==> config.mk <==
export PLATFORM = sky130hd
export DESIGN_NAME = volume_border_padding_address
export DESIGN_NICKNAME = d
export VERILOG_FILES = /design/src/rtl/vbpa_pkg.sv /design/src/rtl/volume_border_padding_address.sv
export SDC_FILE = /design/constraint.sdc
export NUM_CORES = 1
export LEC_CHECK = 0
export BUFFER_PORTS_ARGS = -buffer_cell sky130_fd_sc_hd__clkbuf_2
export CORE_ASPECT_RATIO = 0.7
export CORE_MARGIN = 4
export CORE_UTILIZATION = 60
export CTS_CLUSTER_SIZE = 8
export DETAILED_ROUTE_END_ITERATION = 10
export PLACE_DENSITY = 0.78
export SLEW_MARGIN = 10
export SYNTH_ARGS = -nofsm -noshare
export SYNTH_HDL_FRONTEND = slang
export SYNTH_SLANG_ARGS = --single-unit
==> constraint.sdc <==
create_clock -name clk -period 7.8 [get_ports clk]
set_input_delay 0.39 -clock clk [delete_from_list [all_inputs] [get_ports clk]]
set_output_delay 0.39 -clock clk [all_outputs]
set_load 0.01 [all_outputs]
==> src/rtl/vbpa_pkg.sv <==
package vbpa_pkg;

  localparam int MaxDim    = 1024;
  localparam int FieldW    = 11;                  // raw register and coordinate width
  localparam int CoordW    = $clog2(MaxDim);      // source coordinate width
  localparam int OffW      = FieldW + 2;          // signed axis offset
  localparam int RowW      = 2 * CoordW;          // z*ny + y
  localparam int IndexW    = 3 * CoordW;          // linear source index
  localparam int InDataW   = 40;                  // three coordinates, padded to bytes
  localparam int OutDataW  = 64;                  // coords and index, padded to bytes
  localparam int OutUserW  = 3;
  localparam int CfgIndexW = 3;

  typedef enum logic [CfgIndexW-1:0] {
    REG_IN_SIZE_X  = 3'd0,
    REG_IN_SIZE_Y  = 3'd1,
    REG_IN_SIZE_Z  = 3'd2,
    REG_LEAD_PAD_X = 3'd3,
    REG_LEAD_PAD_Y = 3'd4,
    REG_LEAD_PAD_Z = 3'd5,
    REG_MIRROR     = 3'd6
  } cfg_reg_t;

  typedef struct packed {
    logic [CoordW-1:0] coord;
    logic              outside;
    logic              clip;
  } axis_res_t;

  // extent of zero counts as one, above the maximum as the maximum
  function automatic logic [FieldW-1:0] eff_size(input logic [FieldW-1:0] raw);
    logic [FieldW-1:0] v;
    v = raw;
    if (raw == '0) begin
      v = FieldW'(1);
    end else if (raw > FieldW'(MaxDim)) begin
      v = FieldW'(MaxDim);
    end
    return v;
  endfunction

  // symmetric reflection about the input edges, clamped into [0, n-1]
  function automatic axis_res_t reflect(input logic signed [OffW-1:0] off,
                                        input logic [FieldW-1:0] n);
    axis_res_t         res;
    logic signed [OffW-1:0] n_s;
    logic signed [OffW-1:0] r;
    n_s = $signed({2'b00, n});
    res.outside = 1'b0;
    res.clip    = 1'b0;
    r = off;
    if (off < 0) begin
      res.outside = 1'b1;
      r = ~off;
      if (r >= n_s) begin
        r = n_s - OffW'(1);
        res.clip = 1'b1;
      end
    end else if (off >= n_s) begin
      res.outside = 1'b1;
      r = $signed({1'b0, n, 1'b0}) - OffW'(1) - off;
      if (r < 0) begin
        r = '0;
        res.clip = 1'b1;
      end
    end
    res.coord = r[CoordW-1:0];
    return res;
  endfunction

endpackage

==> src/rtl/volume_border_padding_address.sv <==
// Source address generator for a padded 3D volume.
// Slave stream: one output voxel coordinate per transaction (out_x, out_y, out_z).
// Master stream: one result per transaction: source coordinate and linear source
// index (z*ny + y)*nx + x in tdata, border/constant/clamp flags in tuser.
// Border voxels are zero-filled flagged in constant mode, reflected about the
// input edges in mirror mode; reflections still out of range are clamped.
// Configuration: cfg_we writes cfg_data into register cfg_index (sizes, lead pads,
// mirror mode); write only while no transaction is in flight.
// From input acceptance to the master side a result passes the offset stage,
// reflect stage, row multiply stage, and index multiply and output register.
// Throughput: one transaction per cycle while m_tready does not stall, set by the
// fully pipelined datapath with one multiplier in each of the last two stages.
// Reset clears all valid bits and loads sizes 1, pads 0, constant mode.
// A stall on the master side freezes every stage; s_tready drops only while the
// output register holds an untaken result, so nothing is lost or repeated.
module volume_border_padding_address (
  input  logic                                 clk,
  input  logic                                 rst,
  input  logic                                 cfg_we,
  input  logic [vbpa_pkg::CfgIndexW-1:0]       cfg_index,
  input  logic [vbpa_pkg::FieldW-1:0]          cfg_data,
  input  logic                                 s_tvalid,
  output logic                                 s_tready,
  // out_x [10:0], out_y [21:11], out_z [32:22], zero [39:33]
  input  logic [vbpa_pkg::InDataW-1:0]         s_tdata,
  output logic                                 m_tvalid,
  input  logic                                 m_tready,
  // src_x [9:0], src_y [19:10], src_z [29:20], src_index [59:30], zero [63:60]
  output logic [vbpa_pkg::OutDataW-1:0]        m_tdata,
  // in_border [0], use_constant [1], clamped [2]
  output logic [vbpa_pkg::OutUserW-1:0]        m_tuser
);
  import vbpa_pkg::*;

  logic [FieldW-1:0] in_size_x, in_size_y, in_size_z;
  logic [FieldW-1:0] lead_pad_x, lead_pad_y, lead_pad_z;
  logic              mirror_mode;
  logic [FieldW-1:0] nx, ny, nz;

  logic ce;

  // stage 1: axis offsets
  logic                   v1;
  logic signed [OffW-1:0] off_x, off_y, off_z;

  // stage 2: reflected coordinates
  logic              v2;
  logic [CoordW-1:0] sx2, sy2, sz2;
  logic              border2, cst2, clip2;

  // stage 3: row product
  logic              v3;
  logic [CoordW-1:0] sx3, sy3, sz3;
  logic              border3, cst3, clip3;
  logic [RowW-1:0]   row3;

  axis_res_t rx, ry, rz;
  logic [2*FieldW-1:0] row_full;
  logic [RowW+FieldW:0] idx_full;

  logic [CoordW-1:0] src_x, src_y, src_z;
  logic [IndexW-1:0] src_index;
  logic              in_border, use_constant, clamped;

  assign ce       = !m_tvalid || m_tready;
  assign s_tready = ce;

  assign rx = reflect(off_x, nx);
  assign ry = reflect(off_y, ny);
  assign rz = reflect(off_z, nz);

  assign row_full = (2*FieldW)'(sz2) * (2*FieldW)'(ny) + (2*FieldW)'(sy2);
  assign idx_full = (RowW+FieldW+1)'(row3) * (RowW+FieldW+1)'(nx)
                  + (RowW+FieldW+1)'(sx3);

  always_ff @(posedge clk) begin
    if (rst) begin
      in_size_x   <= FieldW'(1);
      in_size_y   <= FieldW'(1);
      in_size_z   <= FieldW'(1);
      lead_pad_x  <= '0;
      lead_pad_y  <= '0;
      lead_pad_z  <= '0;
      mirror_mode <= 1'b0;
      nx          <= FieldW'(1);
      ny          <= FieldW'(1);
      nz          <= FieldW'(1);
      v1          <= 1'b0;
      v2          <= 1'b0;
      v3          <= 1'b0;
      m_tvalid    <= 1'b0;
    end else begin
      if (cfg_we) begin
        case (cfg_reg_t'(cfg_index))
          REG_IN_SIZE_X:  in_size_x   <= cfg_data;
          REG_IN_SIZE_Y:  in_size_y   <= cfg_data;
          REG_IN_SIZE_Z:  in_size_z   <= cfg_data;
          REG_LEAD_PAD_X: lead_pad_x  <= cfg_data;
          REG_LEAD_PAD_Y: lead_pad_y  <= cfg_data;
          REG_LEAD_PAD_Z: lead_pad_z  <= cfg_data;
          REG_MIRROR:     mirror_mode <= cfg_data[0];
          default: ;
        endcase
      end
      nx <= eff_size(in_size_x);
      ny <= eff_size(in_size_y);
      nz <= eff_size(in_size_z);
      if (ce) begin
        v1       <= s_tvalid;
        v2       <= v1;
        v3       <= v2;
        m_tvalid <= v3;
      end
    end
  end

  always_ff @(posedge clk) begin
    if (ce) begin
      off_x <= $signed({2'b00, s_tdata[FieldW-1:0]})
             - $signed({{2{lead_pad_x[FieldW-1]}}, lead_pad_x});
      off_y <= $signed({2'b00, s_tdata[2*FieldW-1:FieldW]})
             - $signed({{2{lead_pad_y[FieldW-1]}}, lead_pad_y});
      off_z <= $signed({2'b00, s_tdata[3*FieldW-1:2*FieldW]})
             - $signed({{2{lead_pad_z[FieldW-1]}}, lead_pad_z});

      sx2     <= rx.coord;
      sy2     <= ry.coord;
      sz2     <= rz.coord;
      border2 <= rx.outside || ry.outside || rz.outside;
      cst2    <= (rx.outside || ry.outside || rz.outside) && !mirror_mode;
      clip2   <= rx.clip || ry.clip || rz.clip;

      sx3     <= sx2;
      sy3     <= sy2;
      sz3     <= sz2;
      border3 <= border2;
      cst3    <= cst2;
      clip3   <= clip2;
      row3    <= row_full[RowW-1:0];

      // constant border voxels carry zero coordinates and index
      in_border    <= border3;
      use_constant <= cst3;
      clamped      <= clip3 && !cst3;
      src_x        <= cst3 ? '0 : sx3;
      src_y        <= cst3 ? '0 : sy3;
      src_z        <= cst3 ? '0 : sz3;
      src_index    <= cst3 ? '0 : idx_full[IndexW-1:0];
    end
  end

  assign m_tdata = {(OutDataW - IndexW - 3*CoordW)'(0), src_index, src_z, src_y, src_x};
  assign m_tuser = {clamped, use_constant, in_border};

  a_const_is_border: assert property (@(posedge clk) disable iff (rst)
    m_tvalid && use_constant |-> in_border)
    else $error("constant result outside the border");

  a_const_zero: assert property (@(posedge clk) disable iff (rst)
    m_tvalid && use_constant |-> (src_index == '0) && !clamped)
    else $error("constant result carries a source address");

  a_clamp_border: assert property (@(posedge clk) disable iff (rst)
    m_tvalid && clamped |-> in_border && !use_constant)
    else $error("clamp flagged on an inside voxel");

  a_src_in_range: assert property (@(posedge clk) disable iff (rst)
    m_tvalid && !use_constant |->
      ({1'b0, src_x} < nx) && ({1'b0, src_y} < ny) && ({1'b0, src_z} < nz))
    else $error("source coordinate beyond the input extent");

endmodule

Word level (Yosys, flattened, before mapping):

Cells that the tools add are included.

* register bits after elaboration: 292
* input port bits: 59
* output and inout bits: 69
* word-level logic and storage cells: 134

* $add $sub $neg: 14
* $mul: 2
* $lt $le $gt $ge: 15
* equality and inequality tests: 6
* mux-type cells: 27
* bitwise logic cells: 3
* reduce and logical (&&, ||, !) cells: 27

Operators by type and width (count)
* 10-bit two-way mux: 12
* 13-bit by 12-bit >= comparator with 1-bit output: 6
* 13-bit by 1-bit < comparator with 1-bit output, second input constant: 6
* 13-bit NOT: 3
* 12-bit by 1-bit subtractor with 13-bit output, second input constant: 3
* 12-bit by 11-bit subtractor with 13-bit output: 3
* 13-bit subtractor: 3
* 11-bit greater-than comparator, second input constant: 3
* 11-bit logical NOT: 3
* 11-bit two-way mux: 3
* 30-bit by 10-bit adder with 30-bit output: 1
* 20-bit by 11-bit multiplier with 30-bit output: 1
* 10-bit by 1-bit subtractor with 10-bit output, second input constant: 3
* 20-bit by 10-bit adder with 20-bit output: 1
* 10-bit by 11-bit multiplier with 20-bit output: 1
* 2-bit AND reduction: 7
* 2-bit two-way mux: 6
* 3-bit equality test, second input constant: 3
* 3-bit OR reduction: 3
* 3-bit by 2-bit equality test with 1-bit output, second input constant: 2
* 1-bit two-way mux: 6
* 2-bit OR reduction: 3
* 1-bit logical OR: 5
* 3-bit by 1-bit equality test with 1-bit output, second input constant: 1
* 3 further kinds: 6

Logic depth before layout (Yosys ltp):

Gate-level depths: netlist of the first run.

* word-level depth: 9
* depth in mapped cells: 21
* mapped depth without buffers: 20

Worst setup path before layout of the first run:

OpenSTA, ideal clock, no wires.

* kind: input to register
* from: input port m_tready
* to: register v1
* setup time: 0.135 ns
* data arrival time: 6.372 ns
* data required time: 7.665 ns
* slack: 1.293 ns
* stages: 4
* buffers on the path: 1
* path through: nand2b_1 clkbuf_1 mux2i_1 nor2_1

* cells in the longest elaborated chain, start to end: 1

Ends and longest elaborated chain
* from (decl): RTL line volume_border_padding_address.sv:27 `input logic m_tready,`
* 1-bit logical OR: RTL line volume_border_padding_address.sv:65 `assign ce = !m_tvalid || m_tready;`
* via s_tready: RTL line volume_border_padding_address.sv:23 `output logic s_tready,`
* to (signal assigned): RTL line volume_border_padding_address.sv:109 `v1 <= s_tvalid;`
* to (decl): RTL line volume_border_padding_address.sv:43 `logic v1;`

The timed path passes the listed nets, and every way through them passes these cells.
A chain may end at the register's enable or synchronous reset.

Final worst setup path of the first run:

* from: register nx[3]
* to: register src_index[27], data pin

* cells in the longest elaborated chain, start to end: 2

Ends and longest elaborated chain
* from (decl): RTL line volume_border_padding_address.sv:38 `logic [FieldW-1:0] nx, ny, nz;`
* from (signal assigned): RTL line volume_border_padding_address.sv:85 `nx <= FieldW'(1);`
* from (signal assigned): RTL line volume_border_padding_address.sv:105 `nx <= eff_size(in_size_x);`
* 20-bit by 11-bit multiplier with 30-bit output: RTL line volume_border_padding_address.sv:73 `assign idx_full = (RowW+FieldW+1)'(row3) * (RowW+FieldW+1)'(nx)`
* 30-bit by 10-bit adder with 30-bit output: RTL line volume_border_padding_address.sv:74 `+ (RowW+FieldW+1)'(sx3);`
* to (signal assigned): RTL line volume_border_padding_address.sv:148 `src_index <= cst3 ? '0 : idx_full[IndexW-1:0];`
* to (decl): RTL line volume_border_padding_address.sv:62 `logic [IndexW-1:0] src_index;`

Every way passes these cells.

==> results of run 1 <==
## routing by layer
layer  global-route usage [%]  vias to the layer above  share of wire, %
li1                         -                     9204                 -
met1                     35.9                     9390                43
met2                     43.3                      741                46
met3                     4.58                      135               7.8
met4                     8.48                        0               2.9
met5                        0                        -                 0
## synth_stat cells, drive strengths merged, types with 3 or more instances
| cell type | instances |
|---|---|
| o221ai | 8 |
| mux2i | 16 |
| o2111ai | 3 |
| dfxtp | 104 |
| and2 | 167 |
| a31oi | 10 |
| clkbuf | 95 |
| xnor2 | 84 |
| nand4 | 9 |
| a21boi | 9 |
| a211o | 10 |
| xor2 | 30 |
| or3 | 11 |
| nand2 | 391 |
| nand3b | 6 |
| nor4 | 13 |
| o21ba | 3 |
| or4 | 3 |
| nand3 | 36 |
| and3 | 11 |
| nor2 | 115 |
| and4 | 4 |
| a211oi | 15 |
| a22oi | 7 |
| a2111oi | 7 |
| edfxtp | 188 |
| o22ai | 7 |
| a21o | 40 |
| o21ai | 60 |
| inv | 487 |
| a41oi | 3 |
| o41ai | 4 |
| nand2b | 22 |
| o211ai | 12 |
| buf | 15 |
| fa | 255 |
| a31o | 5 |
| a21oi | 127 |
| ha | 271 |
| o21a | 11 |
| nor3 | 37 |
| nor2b | 52 |
| o21bai | 13 |
| a221oi | 9 |
## cells by family after synthesis
| group | Yosys count |
|---|---|
| AO/OA/AOI/OAI | 379 |
| XOR/XNOR | 114 |
| adder cells (fa/ha/maj) | 526 |
| buffers and inverters | 597 |
| flip-flops | 292 |
| multiplexers | 17 |
| other | 1 |
| AND/OR/NAND/NOR | 884 |
## power groups by stage
stage	clock, mW	combinational [mW]	sequential [mW]
floorplan	0	0.822	1.88
global placement	0	0.939	2.03
detailed placement	0	0.984	2.04
CTS	1.81	0.997	2.01
global route	1.88	1.15	2.03
finish	1.78	1.00	2.02
## area by class of cell
type | instances | area (µm²)
Clock buffer | 75 | 1230
Clock inverter | 4 | 78.8
Fill cell | 3444 | 14900
Inverter | 487 | 1830
Multi-Input combinational cell | 1924 | 16500
Sequential cell | 292 | 7730
Tap cell | 594 | 743
Timing Repair Buffer | 124 | 641
## worst max-delay path, stage by stage, from the launching register on
cell	delay, ns
dfxtp_1	0.99
nand2_1	0.22
fa_1	0.53
fa_1	0.53
inv_1	0.07
fa_1	0.49
fa_1	0.49
inv_1	0.05
fa_1	0.47
inv_1	0.04
ha_1	0.39
a21oi_1	0.18
o21ai_1	0.10
o41ai_1	0.37
a2bb2oi_1	0.30
nand3_1	0.18
a311oi_1	0.36
xor2_1	0.17
nor2_1	0.05
## path summary, 6_finish.rpt
kind	start	endpoint	slack (ns)	depth (start not counted)
worst max-delay path	nx[3]	src_index[27]	1.56	18
worst min-delay path	s_tvalid	v1	0.08	3
worst max register to register	nx[3]	src_index[27]	1.56	18
worst min register to register	sx2[9]	sx3[9]	0.41	0
## stage by stage
stage                     util [%]  setup WS (ns)  instance area [µm²]  hold slack (ns)  total power, mW
after global routing          65.9           1.22                28800           0.0948             5.06
after CTS                     65.9           1.61                28800           0.0704             4.82
after detailed placement      62.9           1.60                27500            0.405             3.02
final                         65.9           1.56                28800           0.0848             4.80
after floorplan                  -           1.29                26500            0.400             2.71
after global placement        62.9           1.71                27500            0.401             2.97
## state kept, by name, summed over array words and instances (netlist names), 13 cells and up
| register | cells |
|---|---|
| row3 | 20 |
| off_y | 13 |
| off_x | 13 |
| src_index | 30 |
| off_z | 13 |
==> run_results.csv, run 1 <==
group,metric,value,unit
outcome,status,"complete, no violations",
placement,gp_congestion,0.946,
synth,synth-seq-cells,292,
sta,max_freq,160,MHz
critical_path,cp-start-kind,"flip-flop",
cts,insertion_delay,0.56,ns
sta,hold_viol_final,0,
cts,clock_path_buffers,3,
cells_and_area,final_common_cell,"inv_1",
sta,finalClockSkew,0.0205,ns
cts,cts_tree,"built",
pwr,sequentialPowerShare,42.1,%
critical_path,arrival,6.52,ns
sta,setup_viol,0,
die,initial_core_util,60.8,%
cts,path_clk_slew,0.05,ns
global_routing,grt_start_max_net_pins,81,
synth,yosysSeqAreaShare,29.1,%
synth,synth_edf_count,188,
synth,synth_top_area_share,21.3,%
die,core-area,43600,µm²
route,antenna_left,0,
global_routing,grt-ovfl-total,0,
synth,synth-simple-area-share,16.0,%
synth,synth_warnings,0,
global_routing,gr-usage-all-layers,26.3,%
synth,synth_xor_area_share,3.77,%
pwr,powerDensity,167,nW/µm²
sta,max-slew-margin-rel,21.1,%
pwr,p_clk_share,37.1,%
die,chipWidth,259,µm
route,wl,61400,µm
sta,drv_slew,0,
synth,synth_area_per_cell,9.44,µm²
sta,tns,0,ns
route,dr.pass1.iters,6,
pwr,intPower,3.32,mW
die,dieHeight,184,µm
critical_path,worstPathMaxFanout,23,
sta,worst_slew_pin_slew,1.18,ns
critical_path,end_kind,"flip-flop",
sta,min_period_over_period,80.0,%
pwr,p_sw_share,30.8,%
run,maxCapViolCount,0,
synth,synth_mux_area_share,0.647,%
sta,rsz0062_at_grt,"no",
cells_and_area,drive_gt1_share,7.23,%
cts,htree_levels,2,
synth,synth_compound_area_share,9.77,%
synth,synth_top_area_cell,"edfxtp_1",
die,std_cell_rows,64,
cts,postCtsSetupBuffers,0,
critical_path,crit_type,"reg2reg",
synth,synth-async-reset-ratio,0,%
synth,synthAdderAreaFrac,32.0,%
route,wl_per_cell,17.5,µm
cts,numClockSinks,292,
synth,synth_flop_cell,"edfxtp_1",
cells_and_area,instances_no_fill,3500,
cells_and_area,antenna_cells,0,
sta,min_period,6.24,ns
pwr,p_leak,13.4,nW
global_routing,antenna_found_initial,0,
min_path,hold_class,"in2reg",
die,die_area,47700,µm²
critical_path,required,8.08,ns
placement,numPortBuffers,116,
cts,cts_buffers,43,
synth,netlist_instances,2810,
cts,ctsHoldBuffers,0,
synth,synth_top_family_by_area,"adder cells",
cells_and_area,nets,3457,
route,drtIter0Drc,1541,
cts,cts_root_buf,"clkbuf_16",
pwr,pwr-share-comb,20.8,%
global_routing,grt_pass1_wl,102000,µm
cts,cts_resized,0,
die,io_pins,128,
route,num_vias,19500,
route,drcViolationCount,0,
placement,dp_cells,3421,
pwr,switching_power,1.48,mW
global_routing,first_global_vias,20400,
synth,synth_cell_type_count,87,
synth,synth_area,26500,µm²
route,drt-vias-per-instance,5.56,
synth,synth_area_leaders,"edfxtp_1 21%, fa_1 19%, ha_1 13%, dfxtp_1 7.9%, inv_1 6.9%",
cells_and_area,area_delta_synth_final,8.49,%
placement,dp_hpwl,46800,µm
pwr,max-vdd-ir-drop,0.143,mV
cells_and_area,layout_common_cells,"487 x inv_1, 390 x nand2_1, 271 x ha_1",
(Power assumes the default switching activity.)
==> inputs of run 2 (changes only) <==
--- a/config.mk
+++ b/config.mk
@@ -8,10 +8,10 @@
 export BUFFER_PORTS_ARGS = -buffer_cell sky130_fd_sc_hd__clkbuf_2
 export CORE_ASPECT_RATIO = 0.7
 export CORE_MARGIN = 4
-export CORE_UTILIZATION = 60
+export CORE_UTILIZATION = 58
 export CTS_CLUSTER_SIZE = 8
 export DETAILED_ROUTE_END_ITERATION = 10
-export PLACE_DENSITY = 0.78
+export PLACE_DENSITY = 0.79
 export SLEW_MARGIN = 10
 export SYNTH_ARGS = -nofsm -noshare
 export SYNTH_HDL_FRONTEND = slang
==> constraint.sdc (replaced) <==
create_clock -name clk -period 5.2 [get_ports clk]
set_input_delay 0.26 -clock clk [delete_from_list [all_inputs] [get_ports clk]]
set_output_delay 0.26 -clock clk [all_outputs]
set_load 0.01 [all_outputs]
==> run 2 against run 1 <==
Compared with the run above: critical path depth increased by 1; count of clock-buffer cells in the layout decreased by 1; the flow now finishes with violations (negative setup slack); worst setup slack got worse by 1.8 ns; register-to-register slack got worse by 1.8 ns; combinational power increased by 110%; clock skew increased by 0.011 ns; final cell count increased by 6.0%; largest cell class unchanged; sequential share of layout area decreased by 1.8 points; sequential power increased by 43%; sequential cell count unchanged; utilization increased by 2.6 points; routed wire length increased by 6.6%.
==> run_results.csv, run 2 (synthesis results as in run 1) <==
group,metric,value,unit
placement,place_area,28800,µm²
die,core-area,45100,µm²
route,drt-vias-per-instance,5.49,
sta,finalClockSkew,0.0311,ns
cells_and_area,largest_reg_flops,30,
placement,numPortBuffers,116,
pwr,pwr-share-comb,27.9,%
pwr,intPower,5.28,mW
sta,max_freq,184,MHz
cells_and_area,antenna_cells,0,
route,drcViolationCount,0,
pwr,max-vdd-ir-drop,0.230,mV
route,wl,65400,µm
cells_and_area,area_delta_synth_final,16.7,%
pwr,p_sw_share,31.1,%
cts,cts_tree,"built",
global_routing,gr-usage-all-layers,26.0,%
critical_path,worstPathMaxFanout,4,
critical_path,setup.worst_path.start,"row3[7]",
cells_and_area,drive_gt1_share,16.1,%
placement,gp_congestion,0.930,
global_routing,antenna_found_initial,0,
pwr,p_leak,14.5,nW
route,drtIter0Drc,1764,
cts,htree_levels,2,
route,dr.pass1.iters,5,
global_routing,grt_start_max_net_pins,81,
cells_and_area,regMostFlops,"src_index",
critical_path,end_kind,"flip-flop",
cts,clock_path_buffers,3,
cts,insertion_delay,0.57,ns
pwr,p_clk_share,34.6,%
sta,setup_viol,13,
critical_path,cp-start-kind,"flip-flop",
min_path,hold_class,"in2reg",
global_routing,first_global_vias,20600,
outcome,violations,"negative setup slack",
sta,rsz0062_at_grt,"yes",
cells_and_area,largest_registers,"src_index (30), row3 (20)",
sta,min_period_over_period,105,%
die,std_cell_rows,65,
die,chipWidth,264,µm
global_routing,grt_pass1_wl,105000,µm
sta,final.setup.worst_slack,-0.235,ns
critical_path,crit_type,"reg2reg",
die,initial_core_util,58.7,%
cells_and_area,instances_no_fill,3710,
critical_path,r2r_start,"row3[7]",
die,dieHeight,187,µm
global_routing,grt-ovfl-total,0,
critical_path,arrival,5.72,ns
cts,cts_buffers,43,
die,die_area,49300,µm²
cts,cts_root_buf,"clkbuf_16",
pwr,switching_power,2.38,mW
cells_and_area,final_common_cell,"inv_1",
critical_path,required,5.48,ns
die,io_pins,128,
sta,worst_slew_pin_slew,1.06,ns
placement,place_ws,-0.321,ns
cells_and_area,n_fill_cell,3271,
sta,drv_slew,0,
route,num_vias,20400,
sta,hold_viol_final,0,
pwr,powerDensity,247,nW/µm²
cells_and_area,layout_common_cells,"478 x inv_1, 382 x nand2_1, 254 x ha_1",
cells_and_area,final_area,30900,µm²
route,antenna_left,0,
outcome,status,"finished, violations left",
sta,min_period,5.44,ns
min_path,holdCritStartpoint,"rst",
route,wl_per_cell,17.6,µm
cts,path_clk_slew,0.05,ns
cells_and_area,nets,3658,
cts,numClockSinks,292,
sta,max-slew-margin-rel,28.6,%
run,maxCapViolCount,0,
placement,dp_hpwl,49800,µm
pwr,sequentialPowerShare,37.6,%
sta,tns,-1.52,ns
placement,dp_cells,3586,
run 2: layout make-up:
| cell class | count | area (µm²) | area share, % |
|---|---|---|---|
| inverters | 487 | 1830 | 5.91 |
| clock buffers | 74 | 1210 | 3.92 |
| well taps | 603 | 754 | 2.44 |
| clock inverters | 5 | 60.1 | 0.194 |
| flip-flops and latches | 292 | 7740 | 25.0 |
| repair buffers | 325 | 2380 | 7.71 |
| multi-input cells | 1924 | 16900 | 54.8 |
run 2: path summary, 6_finish.rpt:
path / to / slack (ns) / depth (start not counted)
hold / removal: lead_pad_z[9] / 0.10 / 2
hold reg to reg: sx3[9] / 0.41 / 0
setup reg to reg: src_index[18] / -0.24 / 19
setup / recovery: src_index[18] / -0.24 / 19
run 2: repair_timing:
| item | CTS | global route |
|---|---|---|
| endpoints found under the setup margin | 14 | 20 |
| cloned | 0 | 1 |
| gates resized for setup | 42 | 82 |
| hold endpoints to repair | 1 | 0 |
| pin swaps | 35 | 68 |
| hold buffers | 1 | 0 |
| setup buffers | 22 | 22 |
run 2: layer usage:
layer	GRT usage [%]	vias to the layer above	routed length (µm)
met2	42.4	735	30200
met3	4.13	133	4760
li1	-	9603	-
met1	37.1	9886	28700
met4	6.04	0	1700
met5	0	-	0
run 2: per-stage QoR:
stage          utilization (%)  power [mW]  hold slack (ns)
3_5_place_dp              63.8        4.74            0.406
6_report                  68.5        7.66            0.104
2_1_floorplan                -        4.07            0.381
3_3_place_gp              63.8        4.66            0.402
5_1_grt                   68.5        8.06            0.104
4_1_cts                   67.3        7.49           0.0733
run 2: worst max-delay path: stages (launching register included):
cell	delay, ns
edfxtp_1	0.47
buf_4	0.20
nand2_1	0.09
fa_2	0.44
fa_1	0.51
inv_1	0.06
fa_1	0.49
fa_1	0.50
inv_1	0.06
fa_1	0.49
inv_1	0.07
ha_2	0.18
or3_4	0.41
a211oi_4	0.25
a32oi_4	0.16
a31oi_4	0.24
o21bai_1	0.12
a21oi_2	0.17
xor2_1	0.20
nor2_1	0.06
run 2: power groups by stage:
| stage | Combinational [mW] | Clock (mW) | Sequential (mW) |
|---|---|---|---|
| floorplan | 1.25 | 0 | 2.83 |
| global placement | 1.72 | 0 | 2.94 |
| detailed placement | 1.79 | 0 | 2.95 |
| CTS | 1.93 | 2.69 | 2.87 |
| global route | 2.37 | 2.80 | 2.89 |
| finish | 2.13 | 2.65 | 2.88 |
